<file path="config.mk">
export PLATFORM = sky130hd
export DESIGN_NAME = morse_symbol_table_decoder_core
export DESIGN_NICKNAME = d
export VERILOG_FILES = /design/src/rtl/core/msdec_pkg.sv /design/src/rtl/core/morse_symbol_table_decoder_core.sv /design/src/rtl/core/msdec_table.sv /design/src/rtl/core/msdec_walk.sv
export SDC_FILE = /design/constraint.sdc
export NUM_CORES = 1
export LEC_CHECK = 0
export BUFFER_PORTS_ARGS = -buffer_cell sky130_fd_sc_hd__clkbuf_2
export CORE_ASPECT_RATIO = 0.8
export CORE_MARGIN = 1
export CORE_UTILIZATION = 45
export CTS_BUF_LIST = sky130_fd_sc_hd__clkbuf_2 sky130_fd_sc_hd__clkbuf_4 sky130_fd_sc_hd__clkbuf_8
export DETAILED_ROUTE_END_ITERATION = 12
export PLACE_DENSITY_LB_ADDON = 0.08
export SETUP_SLACK_MARGIN = 0.4
export SYNTH_ARGS = -nofsm -noshare
export SYNTH_HDL_FRONTEND = slang
export SYNTH_HIERARCHICAL = 1
export SYNTH_SLANG_ARGS = --single-unit
</file>
<file path="constraint.sdc">
create_clock -name i_clk -period 19.4 [get_ports i_clk]
set_input_delay 3.88 -clock i_clk [delete_from_list [all_inputs] [get_ports i_clk]]
set_output_delay 3.88 -clock i_clk [all_outputs]
set_load 0.02 [all_outputs]
</file>
<file path="src/rtl/core/msdec_pkg.sv">
// ----------------------------------------------------------------------------
// msdec_pkg
// Shared types and constants for the Morse symbol table decoder: command
// codes, field widths and the default tree depth.
// ----------------------------------------------------------------------------
package msdec_pkg;

    // Default number of symbols in the deepest path of the tree.
    localparam int MAX_DEPTH_DEF = 6;

    // Fixed field widths of one input word and one result word.
    localparam int CMD_W  = 2;
    localparam int BITS_W = 6;
    localparam int LEN_W  = 3;
    localparam int CHAR_W = 8;

    // Command codes carried by the command field.
    typedef enum logic [CMD_W-1:0] {
        CMD_INSERT = 2'd0,
        CMD_DOT    = 2'd1,
        CMD_DASH   = 2'd2,
        CMD_FINISH = 2'd3
    } t_cmd;

    // Access controls from the walk logic to the table memory.
    typedef struct packed {
        logic wr_en;
        logic rd_en;
    } t_tbl_ctrl;

endpackage

</file>
<file path="src/rtl/core/morse_symbol_table_decoder_core.sv">
// ----------------------------------------------------------------------------
// morse_symbol_table_decoder_core
// Dot/dash tree decoder over a heap-ordered character table in one memory.
// ----------------------------------------------------------------------------
// The block takes one word per clock cycle whenever busy is low. An insert,
// dot or dash word produces no result. A finish word produces exactly one
// result word, shown with o_valid for one cycle, the cycle after the finish
// word is taken; the character comes straight from the table's registered
// read port, and the receiver cannot hold it off. After reset busy stays high
// while a clearing pass writes zero to every table entry, one entry per cycle.
// ----------------------------------------------------------------------------
module morse_symbol_table_decoder_core #(
    parameter int MAX_DEPTH = msdec_pkg::MAX_DEPTH_DEF
) (
    input  logic                         i_clk,
    input  logic                         i_rst_n,
    input  logic                         start,
    output logic                         busy,
    input  logic [msdec_pkg::CMD_W-1:0]  i_command,
    input  logic [msdec_pkg::BITS_W-1:0] i_code_bits,
    input  logic [msdec_pkg::LEN_W-1:0]  i_code_length,
    input  logic [msdec_pkg::CHAR_W-1:0] i_entry_char,
    output logic                         o_valid,
    output logic [msdec_pkg::CHAR_W-1:0] o_decoded_char,
    output logic                         o_too_long
);

    localparam int AW = MAX_DEPTH + 1;

    msdec_pkg::t_tbl_ctrl         tbl_ctrl;
    logic [AW-1:0]                wr_addr;
    logic [msdec_pkg::CHAR_W-1:0] wr_data;
    logic [AW-1:0]                rd_addr;
    logic [msdec_pkg::CHAR_W-1:0] rd_data;
    logic                         clr_busy;
    logic                         accept;
    logic                         res_valid;
    logic                         res_ovf;

    // A word is taken when start is high outside the clearing pass.
    assign busy   = clr_busy;
    assign accept = start && !clr_busy;

    // Walk state and address generation.
    msdec_walk #(
        .MAX_DEPTH (MAX_DEPTH)
    ) u_walk (
        .i_clk         (i_clk),
        .i_rst_n       (i_rst_n),
        .i_accept      (accept),
        .i_command     (i_command),
        .i_code_bits   (i_code_bits),
        .i_code_length (i_code_length),
        .i_entry_char  (i_entry_char),
        .o_ctrl        (tbl_ctrl),
        .o_wr_addr     (wr_addr),
        .o_wr_data     (wr_data),
        .o_rd_addr     (rd_addr),
        .o_res_valid   (res_valid),
        .o_res_ovf     (res_ovf)
    );

    // Character table memory.
    msdec_table #(
        .AW (AW)
    ) u_table (
        .i_clk      (i_clk),
        .i_rst_n    (i_rst_n),
        .i_ctrl     (tbl_ctrl),
        .i_wr_addr  (wr_addr),
        .i_wr_data  (wr_data),
        .i_rd_addr  (rd_addr),
        .o_rd_data  (rd_data),
        .o_clr_busy (clr_busy)
    );

    // An overflowed walk reports a zero character.
    assign o_valid        = res_valid;
    assign o_too_long     = res_ovf;
    assign o_decoded_char = res_ovf ? '0 : rd_data;

endmodule

</file>
<file path="src/rtl/core/msdec_table.sv">
// ----------------------------------------------------------------------------
// msdec_table
// Character table of the decoder tree: one synchronous memory with a write
// port and a registered read port, plus the clearing pass after reset.
// ----------------------------------------------------------------------------
module msdec_table #(
    parameter int AW = msdec_pkg::MAX_DEPTH_DEF + 1
) (
    input  logic                        i_clk,
    input  logic                        i_rst_n,
    input  msdec_pkg::t_tbl_ctrl        i_ctrl,
    input  logic [AW-1:0]               i_wr_addr,
    input  logic [msdec_pkg::CHAR_W-1:0] i_wr_data,
    input  logic [AW-1:0]               i_rd_addr,
    output logic [msdec_pkg::CHAR_W-1:0] o_rd_data,
    output logic                        o_clr_busy
);

    localparam int DEPTH = 1 << AW;

    logic [msdec_pkg::CHAR_W-1:0] r_mem [DEPTH];
    logic [msdec_pkg::CHAR_W-1:0] r_rd_data;
    logic [AW-1:0]                r_clr_addr;
    logic [AW-1:0]                n_clr_addr;
    logic                         r_clr_active;
    logic                         n_clr_active;

    // The clearing pass walks every entry once, one entry per cycle.
    always_comb begin
        n_clr_addr   = r_clr_addr;
        n_clr_active = r_clr_active;
        if (r_clr_active) begin
            n_clr_addr = r_clr_addr + AW'(1);
            if (r_clr_addr == '1) begin
                n_clr_active = 1'b0;
            end
        end
    end

    always_ff @(posedge i_clk) begin
        if (!i_rst_n) begin
            r_clr_addr   <= '0;
            r_clr_active <= 1'b1;
        end else begin
            r_clr_addr   <= n_clr_addr;
            r_clr_active <= n_clr_active;
        end
    end

    // Write port: the clearing pass has the port until it is done.
    always_ff @(posedge i_clk) begin
        if (r_clr_active) begin
            r_mem[r_clr_addr] <= '0;
        end else if (i_ctrl.wr_en) begin
            r_mem[i_wr_addr] <= i_wr_data;
        end
    end

    // Registered read port; the data holds between reads.
    always_ff @(posedge i_clk) begin
        if (i_ctrl.rd_en) begin
            r_rd_data <= r_mem[i_rd_addr];
        end
    end

    assign o_rd_data  = r_rd_data;
    assign o_clr_busy = r_clr_active;

endmodule

</file>
<file path="src/rtl/core/msdec_walk.sv">
// ----------------------------------------------------------------------------
// msdec_walk
// Walk state of the decoder: current node, depth and overflow flag. Turns
// each accepted word into a table write for a legal path, a step down the tree
// or an overflow mark, or a table read that closes the walk.
// ----------------------------------------------------------------------------
module msdec_walk #(
    parameter int MAX_DEPTH = msdec_pkg::MAX_DEPTH_DEF
) (
    input  logic                         i_clk,
    input  logic                         i_rst_n,
    input  logic                         i_accept,
    input  logic [msdec_pkg::CMD_W-1:0]  i_command,
    input  logic [msdec_pkg::BITS_W-1:0] i_code_bits,
    input  logic [msdec_pkg::LEN_W-1:0]  i_code_length,
    input  logic [msdec_pkg::CHAR_W-1:0] i_entry_char,
    output msdec_pkg::t_tbl_ctrl         o_ctrl,
    output logic [MAX_DEPTH:0]           o_wr_addr,
    output logic [msdec_pkg::CHAR_W-1:0] o_wr_data,
    output logic [MAX_DEPTH:0]           o_rd_addr,
    output logic                         o_res_valid,
    output logic                         o_res_ovf
);

    localparam int AW = MAX_DEPTH + 1;
    localparam int DW = $clog2(MAX_DEPTH + 1);

    msdec_pkg::t_cmd cmd;
    logic [AW-1:0]   ins_base;
    logic [AW-1:0]   ins_off;
    logic            ins_ok;

    logic [AW-1:0]   r_node;
    logic [AW-1:0]   n_node;
    logic [DW-1:0]   r_depth;
    logic [DW-1:0]   n_depth;
    logic            r_ovf;
    logic            n_ovf;
    logic            r_res_valid;
    logic            n_res_valid;
    logic            r_res_ovf;
    logic            n_res_ovf;

    assign cmd = msdec_pkg::t_cmd'(i_command);

    // A path of L symbols lands at node 2^L - 1 plus the path read with the
    // first symbol as the most significant bit. Path bits beyond the field
    // count as dots.
    always_comb begin
        ins_off = '0;
        for (int i = 0; i < msdec_pkg::BITS_W; i++) begin
            if (i < int'(i_code_length) && i < MAX_DEPTH) begin
                ins_off = ins_off
                        | (AW'(i_code_bits[i]) << (int'(i_code_length) - 1 - i));
            end
        end
        ins_base = (AW'(1) << i_code_length) - AW'(1);
        ins_ok   = (i_code_length != '0) && (int'(i_code_length) <= MAX_DEPTH);
    end

    // Next walk state and memory access for the accepted word.
    always_comb begin
        n_node      = r_node;
        n_depth     = r_depth;
        n_ovf       = r_ovf;
        n_res_valid = 1'b0;
        n_res_ovf   = r_res_ovf;
        o_ctrl      = '0;
        if (i_accept) begin
            unique case (cmd)
                msdec_pkg::CMD_INSERT: begin
                    o_ctrl.wr_en = ins_ok;
                end
                msdec_pkg::CMD_DOT, msdec_pkg::CMD_DASH: begin
                    if (r_ovf || (r_depth >= DW'(MAX_DEPTH))) begin
                        n_ovf = 1'b1;
                    end else begin
                        n_node  = (r_node << 1)
                                + ((cmd == msdec_pkg::CMD_DASH) ? AW'(2) : AW'(1));
                        n_depth = r_depth + DW'(1);
                    end
                end
                msdec_pkg::CMD_FINISH: begin
                    o_ctrl.rd_en = 1'b1;
                    n_res_valid  = 1'b1;
                    n_res_ovf    = r_ovf;
                    n_node       = '0;
                    n_depth      = '0;
                    n_ovf        = 1'b0;
                end
                default: begin
                end
            endcase
        end
    end

    always_ff @(posedge i_clk) begin
        if (!i_rst_n) begin
            r_node      <= '0;
            r_depth     <= '0;
            r_ovf       <= 1'b0;
            r_res_valid <= 1'b0;
            r_res_ovf   <= 1'b0;
        end else begin
            r_node      <= n_node;
            r_depth     <= n_depth;
            r_ovf       <= n_ovf;
            r_res_valid <= n_res_valid;
            r_res_ovf   <= n_res_ovf;
        end
    end

    assign o_wr_addr   = ins_base + ins_off;
    assign o_wr_data   = i_entry_char;
    assign o_rd_addr   = r_node;
    assign o_res_valid = r_res_valid;
    assign o_res_ovf   = r_res_ovf;

endmodule

</file>
[Word level (Yosys, flattened, before mapping)]
Memory sizes are Yosys's and may differ from the RTL's. A register that Yosys moved wholly into a read port is not among the register bits.
Cells that the tools add are included.
W data, S select, Z words.
Storage, ports and cells
  RAM bits: 1024
  register bits after elaboration: 21
  logic and storage cells: 85
  output and inout port bits: 11
  bits of input ports: 22
  memories kept: 1
Cells by class
  bitwise logic cells: 5
  reduce and logical (&&, ||, !) cells: 13
  magnitude comparators: 8
  shift-type cells: 7
  equal/unequal tests: 6
  $add $sub $neg: 11
  muxes and demuxes: 27
Memory list
  u_table.r_mem: words 128, bits a word 8, read ports 1, clocked after Yosys merged registers in 1, wr ports 1, line msdec_table.sv:21  | logic [msdec_pkg::CHAR_W-1:0] r_mem [DEPTH];
Operators by type and width (number)
  $shl A1 B32 Y7: 6
  $sub A32 B3 Y32 const B: 2
  $sub A32 B4 Y32 const B: 2
  $mux W7: 8
  $or A7 B7 Y7: 5
  $sub A32 B2 Y32 const B: 1
  $mux W8: 2
  $add A7 B7 Y7: 2
  $pmux W7 S2: 1
  $mux W1: 11
  $reduce_or A8 Y1: 1
  $add A7 B1 Y7 const B: 1
  $eq A7 B7 Y1 const B: 1
  $shl A1 B3 Y7 const A: 1
  $sub A7 B2 Y7 const B: 1
  $lt A1 B3 Y1 const A: 2
  $lt A2 B3 Y1 const A: 2
  $lt A3 B3 Y1 const A: 2
  $pmux W3 S2: 1
  $reduce_and A3 Y1: 2
  $eq A2 B2 Y1 const B: 2
  $mux W2: 2
  $reduce_and A2 Y1: 2
  $sub A3 B1 Y4 const B: 1
  15 further kinds: 16

[Logic depth before layout (Yosys ltp)]
Gate-level depths: netlist (run 1).
  word-level depth: 15
  mapped depth: 25
  gate-level depth less buffers: 24

[Modules after synthesis]
Netlist (run 1), hierarchy kept.
Modules (own cells, without submodules)
  msdec_table: times used 1, seq. area each 31149.9 um^2, area an instance 40316.2 um^2, cells an instance 1704
  msdec_walk: times used 1, seq. area each 260.2 um^2, area an instance 1813.0 um^2, cells an instance 233
  morse_symbol_table_decoder_core: times used 1, seq. area each 0.0 um^2, area an instance 56.3 um^2, cells an instance 9

[Least setup slack after synthesis (run 1)]
OpenSTA, ideal clock, no wires.
  path type: input to register
  start point: input port i_code_length[0] (netlist bit)
  end point: memory u_table/r_mem[0][0] (netlist bit), enable pin
  stages: 24
  path slack: 10.053 ns
  library setup time: 0.370 ns
  buffers on the path: 1
  required time: 19.030 ns
  arrival: 8.977 ns
  cell sequence: buf_4 -> inv_1 -> ha_1 -> ha_1 -> ha_1 -> or3b_1 -> a221o_1 -> a21oi_2 -> nor2_1 -> a21boi_1 -> a21oi_1 -> ha_1 -> inv_1 -> ha_1 -> inv_1 -> fa_1 -> inv_1 -> a21o_1 -> a21oi_1 -> xnor2_1 -> or4b_2 -> o31ai_1 -> nand2_1 -> nor2_1
On the way
  cells in the longest elaborated chain, start to end: 15
  elaborated cells on any way between the ends: 43
  those cells by class: 8 x add/sub; 7 x order compare; 7 x shift; 13 x mux; 5 x bitwise; 3 x reduce/logical
RTL lines
  start: declaration: line morse_symbol_table_decoder_core.sv:21  | input logic [msdec_pkg::LEN_W-1:0] i_code_length,
  $sub A3 B1 Y4: line msdec_walk.sv:54  | | (AW'(i_code_bits[i]) << (int'(i_code_length) - 1 - i));
  $sub A32 B2 Y32 / $shl A1 B32 Y7 (equally long branches): line msdec_walk.sv:54
  $shl A1 B32 Y7 / $mux W7 (equally long branches): line msdec_walk.sv:54, msdec_walk.sv:52
  $or A7 B7 Y7: line msdec_walk.sv:54
  $mux W7: line msdec_walk.sv:52  | if (i < int'(i_code_length) && i < MAX_DEPTH) begin
  $or A7 B7 Y7: line msdec_walk.sv:54
  $mux W7: line msdec_walk.sv:52
  $or A7 B7 Y7: line msdec_walk.sv:54
  $mux W7: line msdec_walk.sv:52
  $or A7 B7 Y7: line msdec_walk.sv:54
  $mux W7: line msdec_walk.sv:52
  $or A7 B7 Y7: line msdec_walk.sv:54
  $mux W7: line msdec_walk.sv:52
  $add A7 B7 Y7 *: line msdec_walk.sv:113  | assign o_wr_addr = ins_base + ins_off;
  named net wr_addr[5]: line morse_symbol_table_decoder_core.sv:31  | logic [AW-1:0] wr_addr;
  $mux W7 (no line) *
  end: declaration: line msdec_table.sv:21
The timed path passes the listed nets; every way through them passes the cells marked *.

[Final worst setup path (run 1)]
  start point: input port i_code_length[0] (netlist bit)
  end point: memory u_table/r_mem[122][6] (netlist bit), enable pin
The elaborated chain is that of the path after synthesis.

==> results of run 1 <==
registers in the layout, summed over array words and instances (netlist names):
signal	flops
u_walk/r_depth	3
u_walk/o_res_ovf	1
u_table/o_clr_busy	1
u_walk/o_rd_addr	7
u_table/o_rd_data	8
u_walk/r_ovf	1
u_table/r_mem	1024
u_walk/o_res_valid	1
u_table/r_clr_addr	7
metrics by stage:
step | utilization | cells | hold slack (ps) | worst slack, ps | power, mW
6_report | 0.5035 | 3414 | 496.1 | 8911 | 4.377
5_1_grt | 0.5034 | 3412 | 551.6 | 8585 | 4.529
4_1_cts | 0.5034 | 3411 | 497.5 | 9112 | 4.426
3_5_place_dp | 0.4694 | 3117 | 487.2 | 8175 | 2.611
3_3_place_gp | 0.4694 | 3117 | 462.3 | 8328 | 2.610
2_1_floorplan | - | 1946 | 449.5 | 10050 | 2.577
worst paths after layout:
check                      from                    end  slack [ps]
max reg2reg  u_table/o_clr_busy  u_table/r_mem[105][6]       14020
max            i_code_length[0]  u_table/r_mem[122][6]        8910
min           u_walk/r_depth[2]      u_walk/r_depth[2]         500
min reg2reg   u_walk/r_depth[2]      u_walk/r_depth[2]         500
final cells by class:
cell class              count  area, um2
diodes                      3      7.507
clock buffers             216       2710
clock inverters            78      445.4
fillers                  7400      46160
inverters                  29      108.9
multi-input cells         757      10240
flip-flops and latches   1053      31430
well taps                1224       1531
repair buffers             54      337.8
per-layer routing:
layer  up-vias  track usage  wire length (um)
met2       785       0.3237             46040
met3       120      0.05861              8537
li1       8369            -                 -
met5         -            0                 0
met1     10880       0.3432             47630
met4         0      0.06579              1732
logic make-up (layout without fill, tap and decap cells):
family | after synthesis | count (layout) | share of synthesized area
xor+xnor | 15 | 15 | 0.003114
simple gates | 290 | 290 | 0.03304
other cells | 0 | 3 | 0
fa+ha+maj | 35 | 35 | 0.01056
buf+inv | 136 | 377 | 0.01444
compound gates | 64 | 64 | 0.01053
flops | 1053 | 1053 | 0.7446
mux | 353 | 353 | 0.1837
power groups by stage:
stage	registers, mW	logic, mW	clock network [mW]
detailed placement	2.52	0.0952	0
global route	2.47	0.104	1.96
CTS	2.47	0.0956	1.86
global placement	2.52	0.0945	0
floorplan	2.51	0.0621	0
finish	2.47	0.0967	1.81
cells in the final DEF, fill, tap and decap left out, types with 10 or more instances in the layout:
cell type | synthesis | final
edfxtp_1 | 1032 | 1032
nor2b_1 | 22 | 21
inv_1 | 28 | 28
nand2_1 | 48 | 48
mux2_2 | 11 | 11
clkinv_1 | 1 | 45
clkbuf_4 | 0 | 42
nand2b_1 | 10 | 10
clkbuf_2 | 0 | 32
clkbuf_8 | 0 | 174
mux4_2 | 336 | 336
xnor2_1 | 10 | 10
dfxtp_1 | 21 | 17
nor2_1 | 141 | 141
ha_1 | 34 | 34
a21oi_1 | 11 | 11
buf_4 | 13 | 21
clkinv_2 | 0 | 26
worst register-to-register path: stages, from the launching register on:
cell	delay [ps]
dfxtp_1	550
nor2b_1	630
nand3_1	140
a31oi_1	720
nor2b_2	330
mux2i_1	670
nand3_2	900
nor2_1	1060
==> metrics.txt, run 1 <==
status completed; Cell Pwr Density 93.52 nW/um2; routed len/inst 30.45 um; starting density of the core 0.4538; latest clock arrival within the worst-skew pair between 800 and 900 ps; vias per inst about 6; first drt pass iteration count 5; total wire length roughly 100000 um; Flop pwr share 0.564; Ports 33; Clk pwr share 0.414; Worst IR Drop VDD between 0.00006 and 0.00007 V; die height roughly 280 um; CTS resizes 0; Slew @ Worst Pin approximately 1200 ps; Core Area 92960 um2; top post-synthesis cells by count edfxtp_1, mux4_2, nor2_1, clkbuf_1, nand2_1; CTS Buffer Depth 3; top cells by area, synth edfxtp_1, mux4_2, nor2_1, ha_1, dfxtp_1; grt ovf 0; syn_area_per_cell 21.68 um2; critical path class in -> reg; warnings from Yosys 6; post-CTS setup buffer count 0; unique cell type count in the Yosys netlist slightly below 60; Post-Synthesis Cells just under 2k; combined global-route utilization of all metal layers 0.2265; Placed Area approximately 44000 um2; setup_tns 0 ps; final hold vios 0; Leakage approximately 15 nW; hold buffers post-CTS 0; Slew Limit Fails 0; P_sw a little over 0.9 mW; layout cells sized above 1 0.3128; Layout Skew slightly below 30 ps; critical path arrival approximately 11000 ps; first-pass GRT wire length around 150000 um; I/O Buffers 32; Worst path max stage delay around 960 ps; period utilisation layout 0.5406; Critical Path RT between 15000 and 20000 ps; Synth Flop Type edfxtp_1; Root Driver clkbuf_8; clock sinks 1053; nets@finish 2115; WP depth 21; worst-path cell chain clkbuf_2, inv_1, ha_1, ha_1, ha_1, or3b_1, a221o_1, a21oi_2, nor2_1, a21boi_1, a21oi_1, ha_1, inv_1, ha_1, inv_1, fa_1, inv_1, or4b_2, o31ai_1, nand3_2, nor2_1; H-tree depth reported by CTS 4; Register-to-Register Path Depth 7; Setup crit start kind input port; Final GP Congestion 0.8087; sw frac 0.2096; most frequent CP cell ha_1; RSZ-0062 raised after global routing false; Max Cap Viol 0; sum of buffers and inverters on the critical path 5; most frequent cell after synthesis edfxtp_1; Combinational Power Share 0.022; Post-Syn Nets roughly 2.0k; Final Cell Area 46800 um2; Min-Delay Path Class reg -> reg; hold path depth 2; Final setup viols 0; sequential area share after synthesis 0.7446; post-layout min period around 10000 ps; DRC 0; DR vias between 20k and 25k; Max-slew headroom 0.2253; Worst setup EP type flop; die area between 90000 and 100000 um2; Yosys top cell by area edfxtp_1; Max Fclk about 95 MHz; Post-Syn Area between 40000 and 50000 um2; clock transition at the registers of the reported paths roughly 60 ps; Critical Path Fanout Max 24; Area Growth Syn to Fin 10.95%; Chip Width between 300 and 400 um; DP HPWL slightly above 60000 um; CTS Buf Count roughly 160; initial drt markers around 2.1k; family with the most delay on the worst path simple AND/OR/NAND/NOR gates; FFs w/ async S/R, synth 0; CTS tree yes; row cnt 100; Synth Register Bits about 1.1k; ANT nets after route 0; number of enable flip-flop cells after synthesis 1032; largest net degree at the start of global routing 101; number of global-route vias before repair about 21k; CP max stage cell nor2_1; antenna violations before repair 7; cell-internal power 3.459 mW; post-synth top area share 0.7346
Note: power is estimated with default switching activity, not from simulation.
==> run 2: changes to the inputs <==
==> constraint.sdc (replaced) <==
create_clock -name i_clk -period 11 [get_ports i_clk]
set_input_delay 2.2 -clock i_clk [delete_from_list [all_inputs] [get_ports i_clk]]
set_output_delay 2.2 -clock i_clk [all_outputs]
set_load 0.02 [all_outputs]
==> run 2 against run 1 <==
  * Combinational power is 77% higher
  * Final area hardly changed
  * Wire length is 1.4% lower
  * Via count is 0.50% higher
  * Worst setup slack worse by 6600 ps
  * Global-route usage is 0.37 points lower
  * Cell count hardly changed
==> metrics.txt, run 2 (synthesis gave the netlist of run 1 again) <==
Filler cells 7395 (-0.068%); final hold vios 0 (unchanged); ANT nets after route 0 (unchanged); Clk pwr share 0.415 (about the same); critical path class in -> reg; sw frac 0.2104 (+0.0007595); Min-Delay Path Class reg -> reg; Critical Path Fanout Max 24 (unchanged); first-pass GRT wire length 148600 um (-0.83%); max reg flops 1024 (unchanged); Finished Layout Cells 3417 (+0.088%); CTS Buffer Depth 3 (unchanged); cell-internal power 6.105 mW (+76%); routed len/inst 29.98 um (-1.5%); Worst IR Drop VDD 0.0001154 V (+77%); Cell Pwr Density 165.1 nW/um2 (+77%); Biggest register u_table/r_mem; clock transition at the registers of the reported paths 70 ps (about the same); latest clock arrival within the worst-skew pair 820 ps (-20 ps); row cnt 100 (unchanged); Leakage 14.74 nW (-2.3%); Max Cap Viol 0 (unchanged); Slew @ Worst Pin 1131 ps (-31.56 ps); Combinational Power Share 0.022 (about the same); layout cells sized above 1 0.3163 (+0.003537); hold path depth 2 (unchanged); Layout Skew 32.79 ps (+3.175 ps); post-CTS setup buffer count 0 (unchanged); P_sw 1.627 mW (+77%); worst r2r src u_table/o_clr_busy; number of global-route vias before repair 20.47k (-0.24%); reg2reg end u_table/r_mem[105][4]; Root Driver clkbuf_8; DRC 0 (unchanged); Core Area 92960 um2 (unchanged); Critical Path RT 11440 ps (-8410 ps); r2r setup slk 5320 ps (-8700 ps); die height 275.9 um (unchanged); commonest non-fill, non-tap cell in the layout edfxtp_1; first drt pass iteration count 5 (unchanged); vias per inst 5.929 (+0.41%); Register-to-Register Path Depth 8 (+1); Chip Width 344.3 um (unchanged); H-tree depth reported by CTS 4 (unchanged); hold_sp u_walk/r_depth[2]; crit path from i_code_length[0]; CP max stage cell nor2_1; starting density of the core 0.4538 (unchanged); grt ovf 0 (unchanged); Placed Area 43640 um2 (unchanged); Max Fclk approximately 110 MHz; CTS tree yes; CTS Buf Count 164 (+0.61%); nets@finish 2118 (+0.14%); hold endpoint u_walk/r_depth[2]; Worst setup EP type flop; RSZ-0062 raised after global routing false; CTS resizes 0 (unchanged); total wire length 102400 um (-1.4%); setup_tns 0 ps (unchanged); Hold Slack 513.7 ps (+17.61 ps); antenna violations before repair 8 (+1); Max-slew headroom 0.2428 (+0.01752); I/O Buffers 32 (unchanged); Slew Limit Fails 0 (unchanged); largest net degree at the start of global routing 112 (+11%); Final GP Congestion 0.8130 (+0.53%); Cells after DPL 3119 (+0.064%); hold buffers post-CTS 0 (unchanged); initial drt markers 2132 (+1.5%); Ports 33 (unchanged); post-layout min period around 8700 ps; status completed; Final setup viols 0 (unchanged); clock sinks 1053 (unchanged); Final Cell Area 46840 um2 (about the same); Flop pwr share 0.563 (about the same); DR vias 20.26k (+0.50%); die area 94980 um2 (unchanged); DP HPWL 61560 um (about the same); Area Growth Syn to Fin 11.04% (about the same); combined global-route utilization of all metal layers 0.2228 (-0.003673); Setup crit start kind input port; most frequent cells in the layout edfxtp_1, mux4_2, clkbuf_8, nor2_1, clkbuf_4; period utilisation layout 0.7909; critical path arrival 9140 ps (-1800 ps); most frequent CP cell ha_1; Worst path max stage delay 850 ps (-110 ps)
==> run 2: cell types whose count changed in the layout (fill, tap and decap cells not counted), sizes merged <==
cell / before / now
buf: 22 / 24
clkbuf: 248 / 255
clkinv: 71 / 59
clkinvlp: 4 / 5
diode: 3 / 2
inv: 28 / 34
==> run 2: area by class of cell <==
cell class                      count  area [um2]  area share
Clock inverter                     73       494.2     0.01055
Multi-Input combinational cell    757       10220      0.2183
Antenna cell                        2       5.005   0.0001068
Timing Repair Buffer               56       352.8    0.007533
Tap cell                         1224        1531     0.03269
Inverter                           29       108.9    0.002324
Clock buffer                      223        2700     0.05764
Sequential cell                  1053       31430      0.6709
==> run 2: worst max path at each step <==
stage                     depth (start not counted)             endpoint
after floorplan                                  24  u_table/r_mem[0][0]
after global placement                           25  u_table/r_mem[4][6]
after detailed placement                         25  u_table/r_mem[4][5]
after CTS                                        25  u_table/r_mem[4][3]
after global routing                             25  u_table/r_mem[4][3]
final                                            25  u_table/r_mem[4][6]
==> run 2: power by group through the flow <==
stage | Combinational [mW] | Sequential [mW] | Clock (mW)
CTS | 0.169 | 4.35 | 3.30
global placement | 0.168 | 4.44 | 0
floorplan | 0.110 | 4.44 | 0
finish | 0.171 | 4.35 | 3.21
detailed placement | 0.167 | 4.44 | 0
global route | 0.184 | 4.35 | 3.47
==> run 2: layer usage <==
layer,track usage,wire length (um),share of wire,vias to the layer above
li1,-,-,-,8365
met1,0.3397,46490,0.45,10960
met2,0.3194,45560,0.44,801
met3,0.05833,8637,0.084,135
met4,0.05671,1750,0.017,0
met5,0,0,0,-
==> run 2: through the flow <==
step / power, mW / util / setup WS (ps)
floorplan: 4.545 / - / 3333
global placement: 4.604 / 0.4694 / 1664
detailed placement: 4.603 / 0.4694 / 1555
CTS: 7.816 / 0.5038 / 2462
global route: 7.999 / 0.5039 / 1995
finish: 7.732 / 0.5039 / 2300
==> run 2: critical path: cells and delay by family <==
| family | cells | cell delay (ps) |
|---|---|---|
| fa+ha+maj | 5 | 1770 |
| simple gates | 5 | 2330 |
| buf+inv | 4 | 920 |
| compound gates | 9 | 1550 |
| xor+xnor | 2 | 310 |
==> run 3: changes to the inputs <==
--- a/config.mk
+++ b/config.mk
@@ -5,6 +5,7 @@
 export SDC_FILE = /design/constraint.sdc
 export NUM_CORES = 1
 export LEC_CHECK = 0
+export ABC_AREA = 1
 export BUFFER_PORTS_ARGS = -buffer_cell sky130_fd_sc_hd__clkbuf_2
 export CORE_ASPECT_RATIO = 0.8
 export CORE_MARGIN = 1
==> constraint.sdc (replaced) <==
create_clock -name i_clk -period 8.3 [get_ports i_clk]
set_input_delay 1.66 -clock i_clk [delete_from_list [all_inputs] [get_ports i_clk]]
set_output_delay 1.66 -clock i_clk [all_outputs]
set_load 0.02 [all_outputs]
==> run 3 against run 2 <==
  * Non-clock buffer count is 75 higher
  * Via count is 48% higher
  * Wire length is 23% higher
  * Worst setup slack worse by 890 ps
  * Final area is 5.2% higher
  * Core utilization is 0.23 points higher
  * Global-route usage is 3.0 points higher
  * Cell count is 61% higher
  * Count of clock-buffer cells in the layout stayed put
  * Critical path type unchanged
  * Largest cell class unchanged
  * Largest power group unchanged
==> metrics.txt, run 3 <==
status completed; pre-CTS setup slack 647.1 ps (-907.7 ps); Post-Synthesis Cells 3996 (+110%); post-synth top area share 0.6972 (-0.03737); first drt pass iteration count 6 (+1); die area 100000 um2 (+5.3%); first-pass GRT wire length 187700 um (+26%); Simple-Gate Fraction of Synth Area 0.2417 (+0.2086); die height 283.1 um (+2.6%); area of the multi-input gates 11600 um2 (+13%); Max Cap Viol 0 (unchanged); warnings from Yosys 6 (unchanged); I/O Buffers 32 (unchanged); grt ovf 0 (unchanged); syn_area_per_cell 11.12 um2 (-49%); combined global-route utilization of all metal layers 0.2523 (+0.02950); most frequent cell after synthesis nand2_1; largest net degree at the start of global routing 220 (+96%); Setup crit start kind input port; antenna violations before repair 3 (-5); Post-Syn Area 44450 um2 (+5.4%); DRC 0 (unchanged); vias per inst 5.450 (-8.1%); Ports 33 (unchanged); Critical Path Fanout Max 14 (-42%); routed len/inst 22.96 um (-23%); FFs w/ async S/R, synth 0 (unchanged); CTS tree yes; Biggest register u_table/r_mem; period utilisation layout 0.8305; Yosys top cell by area edfxtp_1; post-CTS setup buffer count 0 (unchanged); setup_tns 0 ps (unchanged); Cell Pwr Density 209.2 nW/um2 (+27%); Layout Skew 38.98 ps (+6.186 ps); top post-synthesis cells by count nand2_1, edfxtp_1, nand3_1, nor2_1, buf_2; H-tree depth reported by CTS 4 (unchanged); Post-Syn Nets 4053 (+100%); Slew Limit Fails 0 (unchanged); Core Area 97380 um2 (+4.7%); mux cell area share after synthesis 0 (-0.1837); most frequent cells in the layout nand2_1, edfxtp_1, nand3_1, nor2_1, clkbuf_8; total wire length 126100 um (+23%); setup ws final 1407 ps (-893.2 ps); Post-Synth Adder-Cell Area 0.01002 (-0.0005371); max reg flops 1024 (unchanged); number of global-route vias before repair 28.69k (+40%); CP max stage cell nor2_1; clock sinks 1053 (unchanged); top cells by area, synth edfxtp_1, nand2_1, nand3_1, nor2_1, buf_2; critical path class in -> reg; row cnt 102 (+2.0%); compound-cell area share of the yosys netlist 0.005743 (-0.004786); Leakage 17.82 nW (+21%); sequential area share after synthesis 0.7067 (-0.03788); final hold vios 0 (unchanged); Max Fclk between 100 and 150 MHz; Synth Register Bits 1053 (unchanged); layout cells sized above 1 0.1022 (-0.2140); FF+latch area 31420 um2 (about the same); Worst IR Drop VDD 0.0001647 V (+43%); CTS resizes 0 (unchanged); DR vias 29.92k (+48%); nets@finish 4111 (+94%); Slew @ Worst Pin 1215 ps (+84.86 ps); sum of buffers and inverters on the critical path 8 (+4); Final setup viols 0 (unchanged); family with the most delay on the worst path simple AND/OR/NAND/NOR gates; RSZ-0062 raised after global routing false; critical path arrival 7370 ps (-1770 ps); Final GP Congestion 0.8652 (+6.4%); XOR/XNOR Fraction of Synth Area 0.002168 (-0.0009466); hold buffers post-CTS 0 (unchanged); Synth Flop Type edfxtp_1; Max-slew headroom 0.1897 (-0.05306); post-layout min period 6893 ps; initial drt markers 3347 (+57%); Worst path max stage delay 640 ps (-210 ps); Root Driver clkbuf_8; Area Growth Syn to Fin 10.90%; CTS Buffer Depth 3 (unchanged); starting density of the core 0.4564 (+0.002659); Critical Path RT 8770 ps (-2670 ps); unique cell type count in the Yosys netlist 37 (-36%); Worst setup EP type flop; DP HPWL 69290 um (+13%); number of enable flip-flop cells after synthesis 1032 (unchanged); ANT nets after route 0 (unchanged); Min-Delay Path Class reg -> reg; CTS Buf Count 168 (+2.4%); latest clock arrival within the worst-skew pair 850 ps (+30 ps); commonest non-fill, non-tap cell in the layout nand2_1; Filler cells 8775 (+19%); clock transition at the registers of the reported paths 60 ps (about the same); Chip Width 353.4 um (+2.6%); main combinational cell family by area after synthesis simple AND/OR/NAND/NOR gates
==> run 3: cell count changes after synthesis, sizes merged, moves of 61 or more <==
cell	delta
nand3	+937
nor2	+61
inv	+72
buf	+116
nand2	+1271
mux4	-336
==> run 3: report_power, final <==
part / internal [mW] / total [mW] / leakage [nW] / switching [mW]
logic: 0.0599 / 0.213 / 6.31 / 0.153
registers: 5.76 / 5.76 / 9.81 / 0.00314
clock network: 2.28 / 4.34 / 1.69 / 2.06
==> run 3: worst min-delay path: stages, from the launching register on <==
cell and delay, ps:
dfxtp_1 330, nand2_1 70, nand2_1 40
==> run 3: cell type report <==
type / instances / share of cell area
Antenna cell: 5 / 0.0002538
Clock buffer: 223 / 0.05579
Clock inverter: 79 / 0.009443
Inverter: 102 / 0.008123
Multi-Input combinational cell: 2598 / 0.2353
Sequential cell: 1053 / 0.6375
Tap cell: 1300 / 0.03300
Timing Repair Buffer: 131 / 0.02061
==> run 3: per-stage QoR <==
step	power, mW	util	cell area, um2	hold WS [ps]	cells
finish	10.31	0.5062	49290	478.7	5491
global route	10.64	0.5062	49290	500.6	5491
CTS	10.41	0.5061	49280	474.0	5486
detailed placement	6.084	0.4731	46060	465.6	5184
global placement	6.085	0.4731	46060	466.8	5184
floorplan	6.006	-	44450	438.4	3996
==> run 3: path summary, 6_finish.rpt <==
check / from / end / slack [ps] / cells after the start
min: u_walk/r_ovf / u_walk/o_res_ovf / 480 / 2
max reg2reg: u_table/o_clr_busy / u_table/r_mem[38][7] / 4000 / 10
max: i_code_length[0] / u_table/r_mem[122][5] / 1410 / 27
min reg2reg: u_walk/r_ovf / u_walk/o_res_ovf / 480 / 2
==> run 3: routing by layer <==
metal,share of wire,GRT usage
met4,0.020,0.07652
met3,0.079,0.05076
met2,0.43,0.3622
met5,0,0
met1,0.47,0.3848
==> run 3: cell families (layout without fill, tap and decap cells) <==
logic type / Yosys count / after routing
simple gates: 2508 / 2508
flops: 1053 / 1053
buf+inv: 345 / 535
compound gates: 44 / 44
fa+ha+maj: 35 / 35
xor+xnor: 11 / 11
other cells: 0 / 5
